**src/txg_pkg.sv**
```systemverilog
// ---------------------------------------------------------------------------
// txg_pkg: shared types and constants for the text glyph row renderer
// Opcodes, register indexes, configuration and queue-entry types, helpers.
// ---------------------------------------------------------------------------
`default_nettype none

package txg_pkg;

  localparam int GLYPH_WORDS = 4096;
  localparam int CHAR_SET    = 256;
  localparam int GW_AW       = $clog2(GLYPH_WORDS);
  localparam int CS_AW       = $clog2(CHAR_SET);

  localparam int QUEUE_DEPTH = 4;
  localparam int Q_AW        = $clog2(QUEUE_DEPTH);

  // input opcodes
  localparam logic [1:0] OP_START      = 2'd0;
  localparam logic [1:0] OP_CHAR       = 2'd1;
  localparam logic [1:0] OP_LOAD_ROW   = 2'd2;
  localparam logic [1:0] OP_LOAD_START = 2'd3;

  localparam logic [7:0] NEWLINE_CODE = 8'h0A;

  // configuration register indexes
  localparam logic [2:0] CFG_LINE_PITCH   = 3'd0;
  localparam logic [2:0] CFG_GLYPH_WIDTH  = 3'd1;
  localparam logic [2:0] CFG_GLYPH_HEIGHT = 3'd2;
  localparam logic [2:0] CFG_RIGHT_LIMIT  = 3'd3;
  localparam logic [2:0] CFG_PORTRAIT     = 3'd4;
  localparam logic [2:0] CFG_FORE_COLOR   = 3'd5;
  localparam logic [2:0] CFG_BACK_COLOR   = 3'd6;
  localparam logic [2:0] CFG_KEEP_BEHIND  = 3'd7;

  typedef struct packed {
    logic [12:0] line_pitch;
    logic [4:0]  glyph_width;
    logic [4:0]  glyph_height;
    logic [12:0] right_limit;
    logic        portrait_layout;
    logic [15:0] fore_color;
    logic [15:0] back_color;
    logic        keep_behind;
  } txg_cfg_t;

  // front-to-back work entry; kind reuses the opcode codes
  typedef struct packed {
    logic [1:0]  kind;
    logic [11:0] index;   // store word, table entry, or char code in [7:0]
    logic [15:0] data;
    logic [12:0] col;
    logic [12:0] row;
  } txg_entry_t;

  // zero counts as 1, above 16 counts as 16
  function automatic logic [4:0] clamp_size(input logic [4:0] v);
    logic [4:0] r;
    r = v;
    if (v == 5'd0)       r = 5'd1;
    else if (v > 5'd16)  r = 5'd16;
    return r;
  endfunction

  // top w bits set, w in 1..16
  function automatic logic [15:0] glyph_mask(input logic [4:0] w);
    logic [15:0] r;
    r = ~(16'hFFFF >> w);
    return r;
  endfunction

endpackage

`default_nettype wire

```
**src/txg_queue.sv**
```systemverilog
// ---------------------------------------------------------------------------
// txg_queue: short entry queue between front and back
// Register-based FIFO of work entries.
// ---------------------------------------------------------------------------
`default_nettype none

module txg_queue (
  input  logic                clk,
  input  logic                rst_n,
  input  txg_pkg::txg_entry_t push_entry,
  input  logic                push_valid,
  output logic                push_ready,
  output txg_pkg::txg_entry_t pop_entry,
  output logic                pop_valid,
  input  logic                pop_take
);
  import txg_pkg::*;

  txg_entry_t      slot_r [QUEUE_DEPTH];
  logic [Q_AW-1:0] wr_ptr_r, rd_ptr_r;
  logic [Q_AW:0]   count_r;
  logic            do_push, do_pop;

  assign push_ready = (count_r != (Q_AW+1)'(QUEUE_DEPTH));
  assign pop_valid  = (count_r != '0);
  assign pop_entry  = slot_r[rd_ptr_r];
  assign do_push    = push_valid && push_ready;
  assign do_pop     = pop_take && pop_valid;

  always_ff @(posedge clk) begin
    if (do_push) slot_r[wr_ptr_r] <= push_entry;
  end

  always_ff @(posedge clk) begin
    if (!rst_n) begin
      wr_ptr_r <= '0;
      rd_ptr_r <= '0;
      count_r  <= '0;
    end else begin
      if (do_push) wr_ptr_r <= wr_ptr_r + 1'b1;
      if (do_pop)  rd_ptr_r <= rd_ptr_r + 1'b1;
      // push and pop together leave the count alone
      if (do_push && !do_pop)      count_r <= count_r + 1'b1;
      else if (do_pop && !do_push) count_r <= count_r - 1'b1;
    end
  end

endmodule

`default_nettype wire

```
**config.mk**
```make
export PLATFORM = sky130hd
export DESIGN_NAME = txg_queue
export DESIGN_NICKNAME = d
export VERILOG_FILES = /design/src/txg_pkg.sv /design/src/txg_queue.sv
export SDC_FILE = /design/constraint.sdc
export NUM_CORES = 1
export LEC_CHECK = 0
export BUFFER_PORTS_ARGS = -buffer_cell sky130_fd_sc_hd__buf_2
export CORE_MARGIN = 2
export CORE_UTILIZATION = 40
export DETAILED_ROUTE_END_ITERATION = 10
export GPL_TIMING_DRIVEN = 0
export SYNTH_ARGS = -nofsm -noshare
export SYNTH_HDL_FRONTEND = slang
export SYNTH_SLANG_ARGS = --single-unit
```
**constraint.sdc**
```tcl
create_clock -name clk -period 6.2 [get_ports clk]
set_clock_uncertainty 0.1 [all_clocks]
set_input_delay 1.24 -clock clk [delete_from_list [all_inputs] [get_ports clk]]
set_output_delay 1.24 -clock clk [all_outputs]
set_load 0.05 [all_outputs]
```
# [Yosys cells after proc, flatten, opt, wreduce, memory -nomap -nowiden]
# Memories as Yosys holds them, arrays and structs flattened. A register that Yosys moved wholly into a read port is not among the register bits.
# Index checks and enable logic that the tools add are counted.
[word_totals] out_inout_bits=58 in_bits=60 ramBits=224 wordCells=23 register_bits=7 n_memories=1
[memory_table] memory="slot_r" words=4 word_bits=56 rd=1 rd_ports_with_merged_regs=1 write_ports=1 line="txg_queue.sv:19" text="txg_entry_t slot_r [QUEUE_DEPTH];"
[op_classes] mux=6 n_eq_ne=1 n_reduce_logical=8 addsub=4
[ops] cell="$mux 3" count=2
[ops] cell="$add 2x1->2 const B" count=2
[ops] cell="$logic_and 1x1->1" count=4
[ops] cell="$mux 2" count=2
[ops] cell="$add 3x1->3 const B" count=1
[ops] cell="$ne 3x3->1 const B" count=1
[ops] cell="$reduce_bool 3->1" count=1
[ops] cell="$sub 3x1->3 const B" count=1
[ops] cell="$logic_not 1->1" count=2
[ops] cell="$mux 1" count=2
[ops] cell="$reduce_bool 2->1" count=1

# [Longest topological paths before layout]
[depth] word_depth=6 ltp_mapped=8 depth_no_buf=8

# [Worst setup path before layout]
# OpenSTA, ideal clock, no wires.
[synth_timing] path_type="input-to-reg" from="in push_valid" to="mem slot_r[0][0] (netlist bit), enable pin" t_required_ns=5.680 path_stages=2 path_buffers=0 path_slack_ns=2.793 arrival_time_ns=2.888 setup_time_ns=0.420 cell_sequence="a21boi_2 and2_1"
[synth_between] elab_chain_cells=3
[synth_lines] element="start, declared" line="txg_queue.sv:11" text="input logic push_valid,"
[synth_lines] element="$logic_and 1x1->1" line="txg_queue.sv:27" text="assign do_push = push_valid && push_ready;"
[synth_lines] element="$mux 1" line="txg_queue.sv:31" text="if (do_push) slot_r[wr_ptr_r] <= push_entry;"
[synth_lines] element="$mux 1 (not written as such)" line="txg_queue.sv:31"
[synth_lines] element="end, declared" line="txg_queue.sv:19"
# Every way passes these cells.

==> summary.txt <==
Clock tree
  – Setup bufs post-CTS: 0
  – Clock slew at reported path FFs: 0.06 ns
  – Clock Tree Root: clkbuf_16
  – Clock tree buffer depth: 3
  – Inserted Clock Buffers: 25
  – Resized cells post-CTS: 0
  – H-tree depth: 1
  – CTS Hold Bufs: 0
  – TritonCTS clock tree: built
  – Clk sink count: between 200 and 250
  – Clk_lat worst skew: 0.51 ns

Outcome
  – Status: complete, no violations

Detailed routing
  – Starting DRT DRC Count: 175
  – Routed wire length: 15.38 mm
  – Remaining antenna violation count after routing: 0
  – DRC Markers: 0
  – First-pass detailed-route iteration total: 4
  – Via count: 3929
  – WL/cell: ~20 um
  – DR vias/cell: ~5

Global route
  – Met2 Resource Use GR: 0.2311
  – All-Layer GR Usage: 0.1359
  – Largest net degree at the start of global routing: 34
  – Total grt overflow: 0
  – Met1 GRT Util: 0.1735
  – Most Crowded Layer GR: met2
  – Vias in the first global route: 4240
  – Global-route met3 utilization: 0.03758
  – Initial antenna violation count: 1
  – First-pass GRT wire length: approximately 23 mm

Timing
  – Max Clk Rate: 297.2 MHz
  – # setup viols final: 0
  – WHS: 0.4098 ns
  – Slew Limit Fails: 0
  – Final hold viol count: 0
  – RSZ-0062 raised after global routing: no
  – Minimum clock period: 3.365 ns
  – Worst Tran Pin Value: approximately 0.64 ns
  – Slew HR: 0.5743
  – Crit share post-route: 0.5427
  – Final setup TNS: 0 ns

Synth
  – Syn Area/Cell: roughly 25 um2
  – Synth area leaders: edfxtp_1 78%, mux4_2 15%, dfxtp_1 2.1%
  – Synth top cells by count: 224 x edfxtp_1, 56 x mux4_2, 9 x dfxtp_1
  – Post-synth top area cell: edfxtp_1
  – Post-synth EDFFs: 224
  – Synth Register Bits: between 200 and 250
  – Yosys warning total: 0
  – Top-count cell post-synth: edfxtp_1
  – Mapped Cells: 340
  – Post-synth ARST share: 0
  – Sequential area share after synthesis: 0.8036
  – Most used DFF post-synth: edfxtp_1
  – Synth unique cells: 24
  – Synthesized net count: ~400
  – Top-area cell type share of the netlist area: 0.7826
  – Mapped cell area: 8594 um2

Worst setup path
  – R2r startpoint: count_r[0]
  – CP Launch Type: flop
  – Crit path capture type: output pin
  – Crit path DAT: a little over 2 ns
  – Kind of critical path: flop to output pin
  – CP Data Required Time: 4.86 ns
  – CP Max Fanout: 10

Layout
  – Share of cells above drive strength 1: 0.4506
  – Layout fillers: 1726
  – Layout area overhead: 21.71%
  – Nets: 553
  – Core Util, Final: 0.4960

Run
  – Number of max-cap violations: 0

Placement
  – Number of port buffers: 116
  – RePlAce Congestion: 0.6965
  – HPWL Detailed: 9.371 mm

Floorplanning
  – Die Span Y: about 150 um
  – Core area: 21090 um2
  – Die footprint: ~23000 um2
  – Initial Util: 0.4076
  – I/O Pins: 118
  – Die X-Extent: 150.6 um
  – # rows: 53

Min path
  – Hold Startpoint: wr_ptr_r[1]
  – Hold Crit Class: flop to flop

Power
  – Cell Pwr Density: roughly 480 nW/um2
  – Peak supply drop: roughly 0.00026 V
  – Pwr Total: 5047 uW
  – Pleak: 0.003536 uW
[sequential cells by signal, indices dropped and copies added, names as in the netlist, named ones only]
signal,flops
wr_ptr_r,2
slot_r,224
rd_ptr_r,2
count_r,3
[final cells by class]
class / count / area [um2] / share of cell area
Clock buffer: 28 / 636.9 / 0.06089
Sequential cell: 233 / 6907 / 0.6603
Antenna cell: 1 / 2.502 / 0.0002392
Multi-Input combinational cell: 91 / 1555 / 0.1487
Timing Repair Buffer: 120 / 660.6 / 0.06316
Tap cell: 275 / 344.1 / 0.03289
Clock inverter: 18 / 211.5 / 0.02022
Buffer: 13 / 131.4 / 0.01256
Inverter: 3 / 11.26 / 0.001077
[worst max-delay path: stages, from the launching register on]
cell	delay, ns
dfxtp_1	0.34
buf_6	0.23
buf_12	0.18
mux4_2	0.52
buf_2	0.23
[report_power, final]
part	internal (uW)	switching, uW
Clock	943	566
Combinational	520	1060
Sequential	1910	46.3
[metrics by stage]
step	area, um2	setup slack, ns	std cells
after detailed placement	9609	2.936	735
after floorplan	8594	2.793	340
after global placement	9519	1.493	731
final	10460	2.835	782
after global routing	10460	2.690	781
after CTS	10460	2.752	781
[cells by family (layout without fill, tap and decap cells)]
logic type | after synthesis | after routing | synth area share
buf+inv | 16 | 182 | 0.01660
mux | 59 | 59 | 0.1502
compound gates | 5 | 5 | 0.005241
flops | 233 | 233 | 0.8036
fa+ha+maj | 6 | 6 | 0.009608
other cells | 0 | 1 | 0
xor+xnor | 4 | 4 | 0.004077
simple gates | 17 | 17 | 0.01063
[path summary, 6_finish.rpt]
kind	slack (ns)	to	depth (start not counted)
worst max-delay path	2.84	pop_entry[36]	4
worst max register to register	3.71	count_r[2]	8
worst min-delay path	0.41	wr_ptr_r[1]	2
worst min register to register	0.41	wr_ptr_r[1]	2
[placed cells by master, fill, tap and decap left out]
master	n
clkbuf_16	25
o31ai_2	1
diode_2	1
clkinv_2	3
buf_2	121
buf_12	8
and2_1	4
xnor2_1	3
a21boi_2	1
or3_1	2
clkinvlp_4	1
o21ai_0	1
and2_4	4
nor2_1	1
mux2i_1	3
buf_4	1
xor2_1	1
inv_1	3
dfxtp_1	9
nor2b_1	1
inv_6	1
a21boi_0	1
ha_1	5
mux4_2	56
buf_6	1
edfxtp_1	224
nand2_1	5
clkinv_1	8
bufinv_16	5
fa_1	1
o311ai_1	1
clkbuf_1	5
[metal layers]
layer | share of wire | vias up
li1 | - | 1745
met1 | 0.42 | 2053
met2 | 0.50 | 103
met3 | 0.061 | 28
met4 | 0.019 | 0
met5 | 0 | -
Note: power is estimated with default switching activity, not from simulation.
