$ cat src/txg_pkg.sv
// ---------------------------------------------------------------------------
// txg_pkg: shared types and constants for the text glyph row renderer
// Opcodes, register indexes, configuration and queue-entry types, helpers.
// ---------------------------------------------------------------------------
`default_nettype none

package txg_pkg;

  localparam int GLYPH_WORDS = 4096;
  localparam int CHAR_SET    = 256;
  localparam int GW_AW       = $clog2(GLYPH_WORDS);
  localparam int CS_AW       = $clog2(CHAR_SET);

  localparam int QUEUE_DEPTH = 4;
  localparam int Q_AW        = $clog2(QUEUE_DEPTH);

  // input opcodes
  localparam logic [1:0] OP_START      = 2'd0;
  localparam logic [1:0] OP_CHAR       = 2'd1;
  localparam logic [1:0] OP_LOAD_ROW   = 2'd2;
  localparam logic [1:0] OP_LOAD_START = 2'd3;

  localparam logic [7:0] NEWLINE_CODE = 8'h0A;

  // configuration register indexes
  localparam logic [2:0] CFG_LINE_PITCH   = 3'd0;
  localparam logic [2:0] CFG_GLYPH_WIDTH  = 3'd1;
  localparam logic [2:0] CFG_GLYPH_HEIGHT = 3'd2;
  localparam logic [2:0] CFG_RIGHT_LIMIT  = 3'd3;
  localparam logic [2:0] CFG_PORTRAIT     = 3'd4;
  localparam logic [2:0] CFG_FORE_COLOR   = 3'd5;
  localparam logic [2:0] CFG_BACK_COLOR   = 3'd6;
  localparam logic [2:0] CFG_KEEP_BEHIND  = 3'd7;

  typedef struct packed {
    logic [12:0] line_pitch;
    logic [4:0]  glyph_width;
    logic [4:0]  glyph_height;
    logic [12:0] right_limit;
    logic        portrait_layout;
    logic [15:0] fore_color;
    logic [15:0] back_color;
    logic        keep_behind;
  } txg_cfg_t;

  // front-to-back work entry; kind reuses the opcode codes
  typedef struct packed {
    logic [1:0]  kind;
    logic [11:0] index;   // store word, table entry, or char code in [7:0]
    logic [15:0] data;
    logic [12:0] col;
    logic [12:0] row;
  } txg_entry_t;

  // zero counts as 1, above 16 counts as 16
  function automatic logic [4:0] clamp_size(input logic [4:0] v);
    logic [4:0] r;
    r = v;
    if (v == 5'd0)       r = 5'd1;
    else if (v > 5'd16)  r = 5'd16;
    return r;
  endfunction

  // top w bits set, w in 1..16
  function automatic logic [15:0] glyph_mask(input logic [4:0] w);
    logic [15:0] r;
    r = ~(16'hFFFF >> w);
    return r;
  endfunction

endpackage

`default_nettype wire

$ cat src/txg_if.sv
// ---------------------------------------------------------------------------
// txg_if: channel interfaces for the text glyph row renderer
// Input word channel and row-command result channel, valid/ready.
// ---------------------------------------------------------------------------
`default_nettype none

interface txg_in_if;
  logic        valid;
  logic        ready;
  logic [1:0]  opcode;
  logic [7:0]  char_code;
  logic [11:0] start_x;
  logic [11:0] start_y;
  logic [11:0] table_index;
  logic [15:0] table_data;

  modport source (output valid, opcode, char_code, start_x, start_y, table_index,
                  table_data, input ready);
  modport sink   (input valid, opcode, char_code, start_x, start_y, table_index,
                  table_data, output ready);
endinterface


`default_nettype wire

$ cat src/txg_front.sv
// ---------------------------------------------------------------------------
// txg_front: input classifier
// Tracks cursor, line start and halt; turns draws and loads into queue entries.
// ---------------------------------------------------------------------------
`default_nettype none

module txg_front (
  input  logic                clk,
  input  logic                rst_n,
  txg_in_if.sink              in_chan,
  input  txg_pkg::txg_cfg_t   cfg,
  output txg_pkg::txg_entry_t push_entry,
  output logic                push_valid,
  input  logic                push_ready
);
  import txg_pkg::*;

  logic [12:0] cursor_col_r, cursor_col_nxt;
  logic [12:0] cursor_row_r, cursor_row_nxt;
  logic [11:0] line_origin_r, line_origin_nxt;
  logic        halted_r, halted_nxt;

  logic        accept;
  logic [4:0]  w, h;
  logic        crosses;

  assign in_chan.ready = push_ready;
  assign accept = in_chan.valid && push_ready;

  assign w = clamp_size(cfg.glyph_width);
  assign h = clamp_size(cfg.glyph_height);
  assign crosses = ({1'b0, cursor_col_r} + 14'(w)) > {1'b0, cfg.right_limit};

  always_comb begin
    cursor_col_nxt  = cursor_col_r;
    cursor_row_nxt  = cursor_row_r;
    line_origin_nxt = line_origin_r;
    halted_nxt      = halted_r;
    push_valid      = 1'b0;

    push_entry.kind  = in_chan.opcode;
    push_entry.index = in_chan.table_index;
    push_entry.data  = in_chan.table_data;
    push_entry.col   = cursor_col_r;
    push_entry.row   = cursor_row_r;

    if (accept) begin
      unique case (in_chan.opcode)
        OP_START: begin
          line_origin_nxt = in_chan.start_x;
          cursor_col_nxt  = 13'(in_chan.start_x);
          cursor_row_nxt  = 13'(in_chan.start_y);
          halted_nxt      = 1'b0;
        end
        OP_LOAD_ROW: begin
          push_valid = 1'b1;
        end
        OP_LOAD_START: begin
          // entries beyond the character set are dropped
          push_valid = (in_chan.table_index < 12'(CHAR_SET));
        end
        OP_CHAR: begin
          push_entry.index = 12'(in_chan.char_code);
          if (!halted_r) begin
            if (in_chan.char_code == NEWLINE_CODE) begin
              cursor_row_nxt = cursor_row_r + 13'(h);
              cursor_col_nxt = 13'(line_origin_r);
            end else if (crosses) begin
              halted_nxt = 1'b1;
            end else begin
              push_valid     = 1'b1;
              cursor_col_nxt = cursor_col_r + 13'(w);
            end
          end
        end
        default: ;
      endcase
    end
  end

  always_ff @(posedge clk) begin
    if (!rst_n) begin
      cursor_col_r  <= '0;
      cursor_row_r  <= '0;
      line_origin_r <= '0;
      halted_r      <= 1'b1;
    end else begin
      cursor_col_r  <= cursor_col_nxt;
      cursor_row_r  <= cursor_row_nxt;
      line_origin_r <= line_origin_nxt;
      halted_r      <= halted_nxt;
    end
  end

endmodule

`default_nettype wire

$ cat src/flat_wrapper.sv
// flat-port wrapper written by rule: the top's interface ports become plain ports
module txg_front_flat import txg_pkg::*;
  (clk, rst_n, cfg, push_entry, push_valid, push_ready, in_chan_valid, in_chan_opcode, in_chan_char_code, in_chan_start_x, in_chan_start_y, in_chan_table_index, in_chan_table_data, in_chan_ready);
  txg_in_if in_chan_i ();
  input  logic clk;
  input  logic rst_n;
  input  txg_pkg::txg_cfg_t cfg;
  output txg_pkg::txg_entry_t push_entry;
  output logic push_valid;
  input  logic push_ready;
  input wire logic [$bits(in_chan_i.valid)-1:0] in_chan_valid;
  input wire logic [$bits(in_chan_i.opcode)-1:0] in_chan_opcode;
  input wire logic [$bits(in_chan_i.char_code)-1:0] in_chan_char_code;
  input wire logic [$bits(in_chan_i.start_x)-1:0] in_chan_start_x;
  input wire logic [$bits(in_chan_i.start_y)-1:0] in_chan_start_y;
  input wire logic [$bits(in_chan_i.table_index)-1:0] in_chan_table_index;
  input wire logic [$bits(in_chan_i.table_data)-1:0] in_chan_table_data;
  output wire logic [$bits(in_chan_i.ready)-1:0] in_chan_ready;
  assign in_chan_i.valid = in_chan_valid;
  assign in_chan_i.opcode = in_chan_opcode;
  assign in_chan_i.char_code = in_chan_char_code;
  assign in_chan_i.start_x = in_chan_start_x;
  assign in_chan_i.start_y = in_chan_start_y;
  assign in_chan_i.table_index = in_chan_table_index;
  assign in_chan_i.table_data = in_chan_table_data;
  assign in_chan_ready = in_chan_i.ready;
  txg_front u_core (.clk(clk), .rst_n(rst_n), .in_chan(in_chan_i), .cfg(cfg), .push_entry(push_entry), .push_valid(push_valid), .push_ready(push_ready));
endmodule
$ cat config.mk
export PLATFORM = sky130hd
export DESIGN_NAME = txg_front_flat
export DESIGN_NICKNAME = d
export VERILOG_FILES = /design/src/txg_pkg.sv /design/src/txg_if.sv /design/src/txg_front.sv /design/src/flat_wrapper.sv
export SDC_FILE = /design/constraint.sdc
export NUM_CORES = 1
export LEC_CHECK = 0
export BUFFER_PORTS_ARGS = -buffer_cell sky130_fd_sc_hd__buf_2
export CORE_MARGIN = 1
export CORE_UTILIZATION = 48
export DETAILED_ROUTE_END_ITERATION = 16
export MAX_ROUTING_LAYER = met4
export PLACE_DENSITY_LB_ADDON = 0.15
export SYNTH_ARGS = -nofsm -noshare
export SYNTH_HDL_FRONTEND = slang
export SYNTH_SLANG_ARGS = --single-unit
$ cat constraint.sdc
create_clock -name clk -period 7 [get_ports clk]
set_clock_uncertainty 0.2 [all_clocks]
set_input_delay 1.4 -clock clk [delete_from_list [all_inputs] [get_ports clk]]
set_output_delay 1.4 -clock clk [all_outputs]
set_load 0.05 [all_outputs]
# Yosys cells after proc, flatten, opt, wreduce, memory -nomap -nowiden
# Index checks and enable logic that the tools add are counted.
word_totals:
  in_bits: 136
  reg_bits: 39
  out_inout_bits: 58
  elab_cells: 49
classes:
  reduce_logical: 9
  addsub: 3
  n_mux: 22
  magnitude_cmp: 4
  eq_ne: 7
ops:
  columns: ["op", "count"]
  rows:
  - ["$mux 13", 5]
  - ["$pmux 13 s2", 2]
  - ["$add 13x5->13", 2]
  - ["$mux 12", 2]
  - ["$mux 5", 4]
  - ["$add 13x5->14", 1]
  - ["$gt 14x13->1", 1]
  - ["$lt 12x9->1 const B", 1]
  - ["$gt 5x5->1 const B", 2]
  - ["$logic_not 5->1", 2]
  - ["$eq 8x4->1 const B", 1]
  - ["$reduce_and 4->1", 2]
  - ["$mux 1", 7]
  - ["$eq 2x2->1 const B", 2]
  - ["$reduce_and 2->1", 2]
  - ["$ne 3x3->1 const B", 1]
  - ["$pmux 1 s3", 1]
  - ["$eq 2x1->1 const B", 1]
  - ["$logic_not 2->1", 1]
  - ["$ne 2x1->1 const B", 1]
  - ["$ne 2x2->1 const B", 1]
  - ["$pmux 1 s2", 1]
  - ["$reduce_bool 2->1", 1]
  - ["$logic_and 1x1->1", 1]

# Depth between registers and ports, before layout
depth:
  ltp_word: 10
  depth_mapped: 19
  ltp_nobuf: 18

# Worst setup path after synthesis
# OpenSTA, ideal clock, no wires.
synth_timing:
  kind: "input port to output port"
  from: "input cfg[53] in the netlist's numbering"
  to: "output push_valid"
  arrival_time_ns: 4.740
  n_path_buf: 0
  slack_ns: 0.660
  stages: 18
  cell_sequence: "nor3_1 > nor2_1 > nor2_1 > ha_1 > inv_1 > fa_1 > nor2b_1 > o31a_1 > nor2_1 > or3_1 > nand2_1 > ha_1 > and3_1 > o211ai_1 > a31oi_1 > nor4b_1 > a22oi_1 > nor2_1"
synth_between:
  elab_chain_cells: 10
  elab_cells_between_ends: 11
  cone_classes: "add/sub: 1; order compare: 2; mux: 7; reduce/logical: 1"
synth_lines:
  columns: ["element", "line", "text"]
  rows:
  - ["start, declared", "flat_wrapper.sv:7", "input txg_pkg::txg_cfg_t cfg;"]
  - ["$gt 5x5->1", "txg_pkg.sv:60", "else if (v > 5'd16) r = 5'd16;"]
  - ["$mux 5", "txg_pkg.sv:60", null]
  - ["$mux 5 (*)", "txg_pkg.sv:59", "if (v == 5'd0) r = 5'd1;"]
  - ["$add 13x5->14 (*)", "txg_front.sv:32", "assign crosses = ({1'b0, cursor_col_r} + 14'(w)) > {1'b0, cfg.right_limit};"]
  - ["$gt 14x13->1 (*)", "txg_front.sv:32", null]
  - ["$mux 1 (*)", "txg_front.sv:68", "end else if (crosses) begin"]
  - ["$mux 1 (*)", "txg_front.sv:65", "if (in_chan.char_code == NEWLINE_CODE) begin"]
  - ["$mux 1 (*)", "txg_front.sv:64", "if (!halted_r) begin"]
  - ["$pmux 1 s3 (*)", "txg_front.sv:48", "unique case (in_chan.opcode)"]
  - ["$mux 1 (*)", "txg_front.sv:47", "if (accept) begin"]
  - ["end, declared", "flat_wrapper.sv:9", "output logic push_valid;"]
# Mark *: on every way between the ends. The rest lies on a longest branch, timed or not.

# Worst setup path in the final report
# Same ends and word-level chain as after synthesis.

==> flow_summary.ini <==
[pwr]
vdd_ir_drop_max_v = 0.00009480
power.leakage_uw = 0.001806
powerDensity_mw_per_mm2 = 145.8

[placement]
place_hpwl_mm = 6.844
place_congestion = 0.8442
place_inst = 593
port_buffers = 114
place_area_sq_mm = 0.003794

[floorplan]
chipWidth_um = 85.24
start_util_pct = 50.92
fp-row-count = 29
core-area_sq_mm = 0.006531
io_pins = 194
die_h_um = 85.24
die_area_sq_mm = 0.007265

[clock_network]
postCtsSetupRepairBufs = 0
cts-root-buf = clkbuf_8
cts.repair.resized = 0
cts_tree = built
htree_levels = 2
cts_buffers = 5
worst_skew_pair.late_latency_ns = 0.29
clockBufferDepth = 2
ctsHoldBuffers = 0
cts.clk_slew.worst_paths_ns = 0.07
cts_sinks = 39

[cells_and_area]
drive_gt1_share_pct = 28.44
final_common_cell = buf_2
fin_util_pct = 59.62
synthToLayoutAreaGrowth_pct = 17.08
fin_nets = 684
fin_area_sq_mm = 0.003894
num_antenna_cells = 0
final_cells = 601
final_cell_mix = buf_2 (114), nand2_1 (65), dfxtp_1 (39)

[global_routing]
grt_pass1_wl_mm = 14.44
antenna_found_initial = 0
grt_pass1_vias = 3093
gr-total-overflow = 0
grt_max_degree = 32
grtUsageTotal_pct = 25.47

[sta]
fin_tns_setup_ns = 0
hold_violations = 0
whs_ns = 0.2538
rsz0062_at_grt = no
setup_viol = 0
fmax_mhz = 149.2
relSlewSlack_pct = 29.82
slew_violations = 0
min_period_over_period_pct = 95.75
tightest_slew_ns = 1.046
min_period_ns = 6.702

[critical_path]
worst-path-max-fanout = 6
crit_path_end_kind = output port
crit_type = in2out
start_kind = primary input
critical_path_required_ns = 5.40
cp.arrival_ns = 5.10

[routing]
vias = 3484
finalWirelength_mm = 9.177
via_per_inst = 5.797
drc_errors = 0
drt-pass1-iter-count = 5
wl_per_cell_um = 15.27
final_antenna_net_count = 0
drt_iter0_drc = 242

[synthesis]
synth_area_sq_mm = 0.003326
yosysWarnings = 0
ys_ff_latch = 39
synthFlopType = dfxtp_1
syn_nets = 599
synth_edf_count = 0
synthCells = 438
yosysSeqAreaShare_pct = 23.48
async_flop_share_pct = 0
avgSynthCellArea_sq_um = 7.593
ys_types = 71

[min_path]
hp-class = reg2reg

[job]
drv_cap = 0

[status]
status = complete, no violations
==> final timing paths <==
| check | end | depth (start not counted) | from | slack (ns) |
|---|---|---|---|---|
| max | push_valid | 19 | cfg[53] | 0.30 |
| min | u_core.line_origin_r[8] | 2 | u_core.line_origin_r[8] | 0.25 |
| max reg2reg | u_core.cursor_col_r[9] | 15 | u_core.cursor_col_r[0] | 2.68 |
| min reg2reg | u_core.line_origin_r[8] | 2 | u_core.line_origin_r[8] | 0.25 |
==> area by class of cell <==
cell class	count	area [sq um]
clock buffers	8	100.1
fillers	626	2638
inverters	25	93.84
multi-input cells	334	2222
flip-flops and latches	39	780.7
well taps	77	96.34
repair buffers	118	600.6
==> cell usage after synthesis (all sizes together), types with 13 or more instances <==
library cell,number,area share [%]
o21ai,20,3.0
dfxtp,39,23
nor2,29,3.5
ha,23,8.7
clkbuf,13,1.5
a21oi,36,5.5
buf,27,5.5
nand2,65,7.3
inv,24,2.7
nand3,13,2.1
==> state kept, by name, summed over array words and instances, names as in the netlist <==
name,count
u_core.cursor_row_r,13
u_core.line_origin_r,12
u_core.cursor_col_r,13
u_core.halted_r,1
==> per-layer routing <==
layer,routed length [um],up-vias,track usage [%]
met5,0,-,-
met4,97,0,5.701
met3,638,16,2.918
met2,4363,159,42.96
met1,4078,1588,32.77
li1,-,1721,-
==> worst max-delay path, cell delays in order <==
cell	delay, ns
buf_2	0.11
nor3_1	0.17
nor2_1	0.05
nor2_1	0.09
ha_1	0.20
inv_1	0.07
fa_1	0.40
nor2b_1	0.19
o31a_1	0.26
o21ai_0	0.13
xnor2_1	0.32
ha_1	0.31
and4_1	0.21
nor4b_1	0.14
a211oi_1	0.42
nor2_1	0.14
a22oi_1	0.18
nor2_1	0.07
buf_2	0.21
==> logic make-up after synthesis <==
family	count (synthesis)	share of synthesized area, %
buffers and inverters	65	9.782
multiplexers	12	3.913
adder cells (fa/ha/maj)	25	9.857
AND/OR/NAND/NOR	159	23.21
AO/OA/AOI/OAI	127	26.86
XOR/XNOR	11	2.897
flip-flops	39	23.48
==> power breakdown <==
group          switching (uW)  internal [uW]
clock                    79.7           90.1
sequential               7.46            229
combinational             103           58.7
==> metrics by stage <==
| stage | setup WS [ns] | total power (uW) |
|---|---|---|
| finish | 0.2975 | 567.6 |
| global route | 0.07750 | 596.1 |
| CTS | 0.3402 | 570.4 |
| detailed placement | 0.3389 | 402.2 |
| global placement | 0.4454 | 399.0 |
| floorplan | 0.6596 | 376.2 |
(Power assumes the default switching activity.)
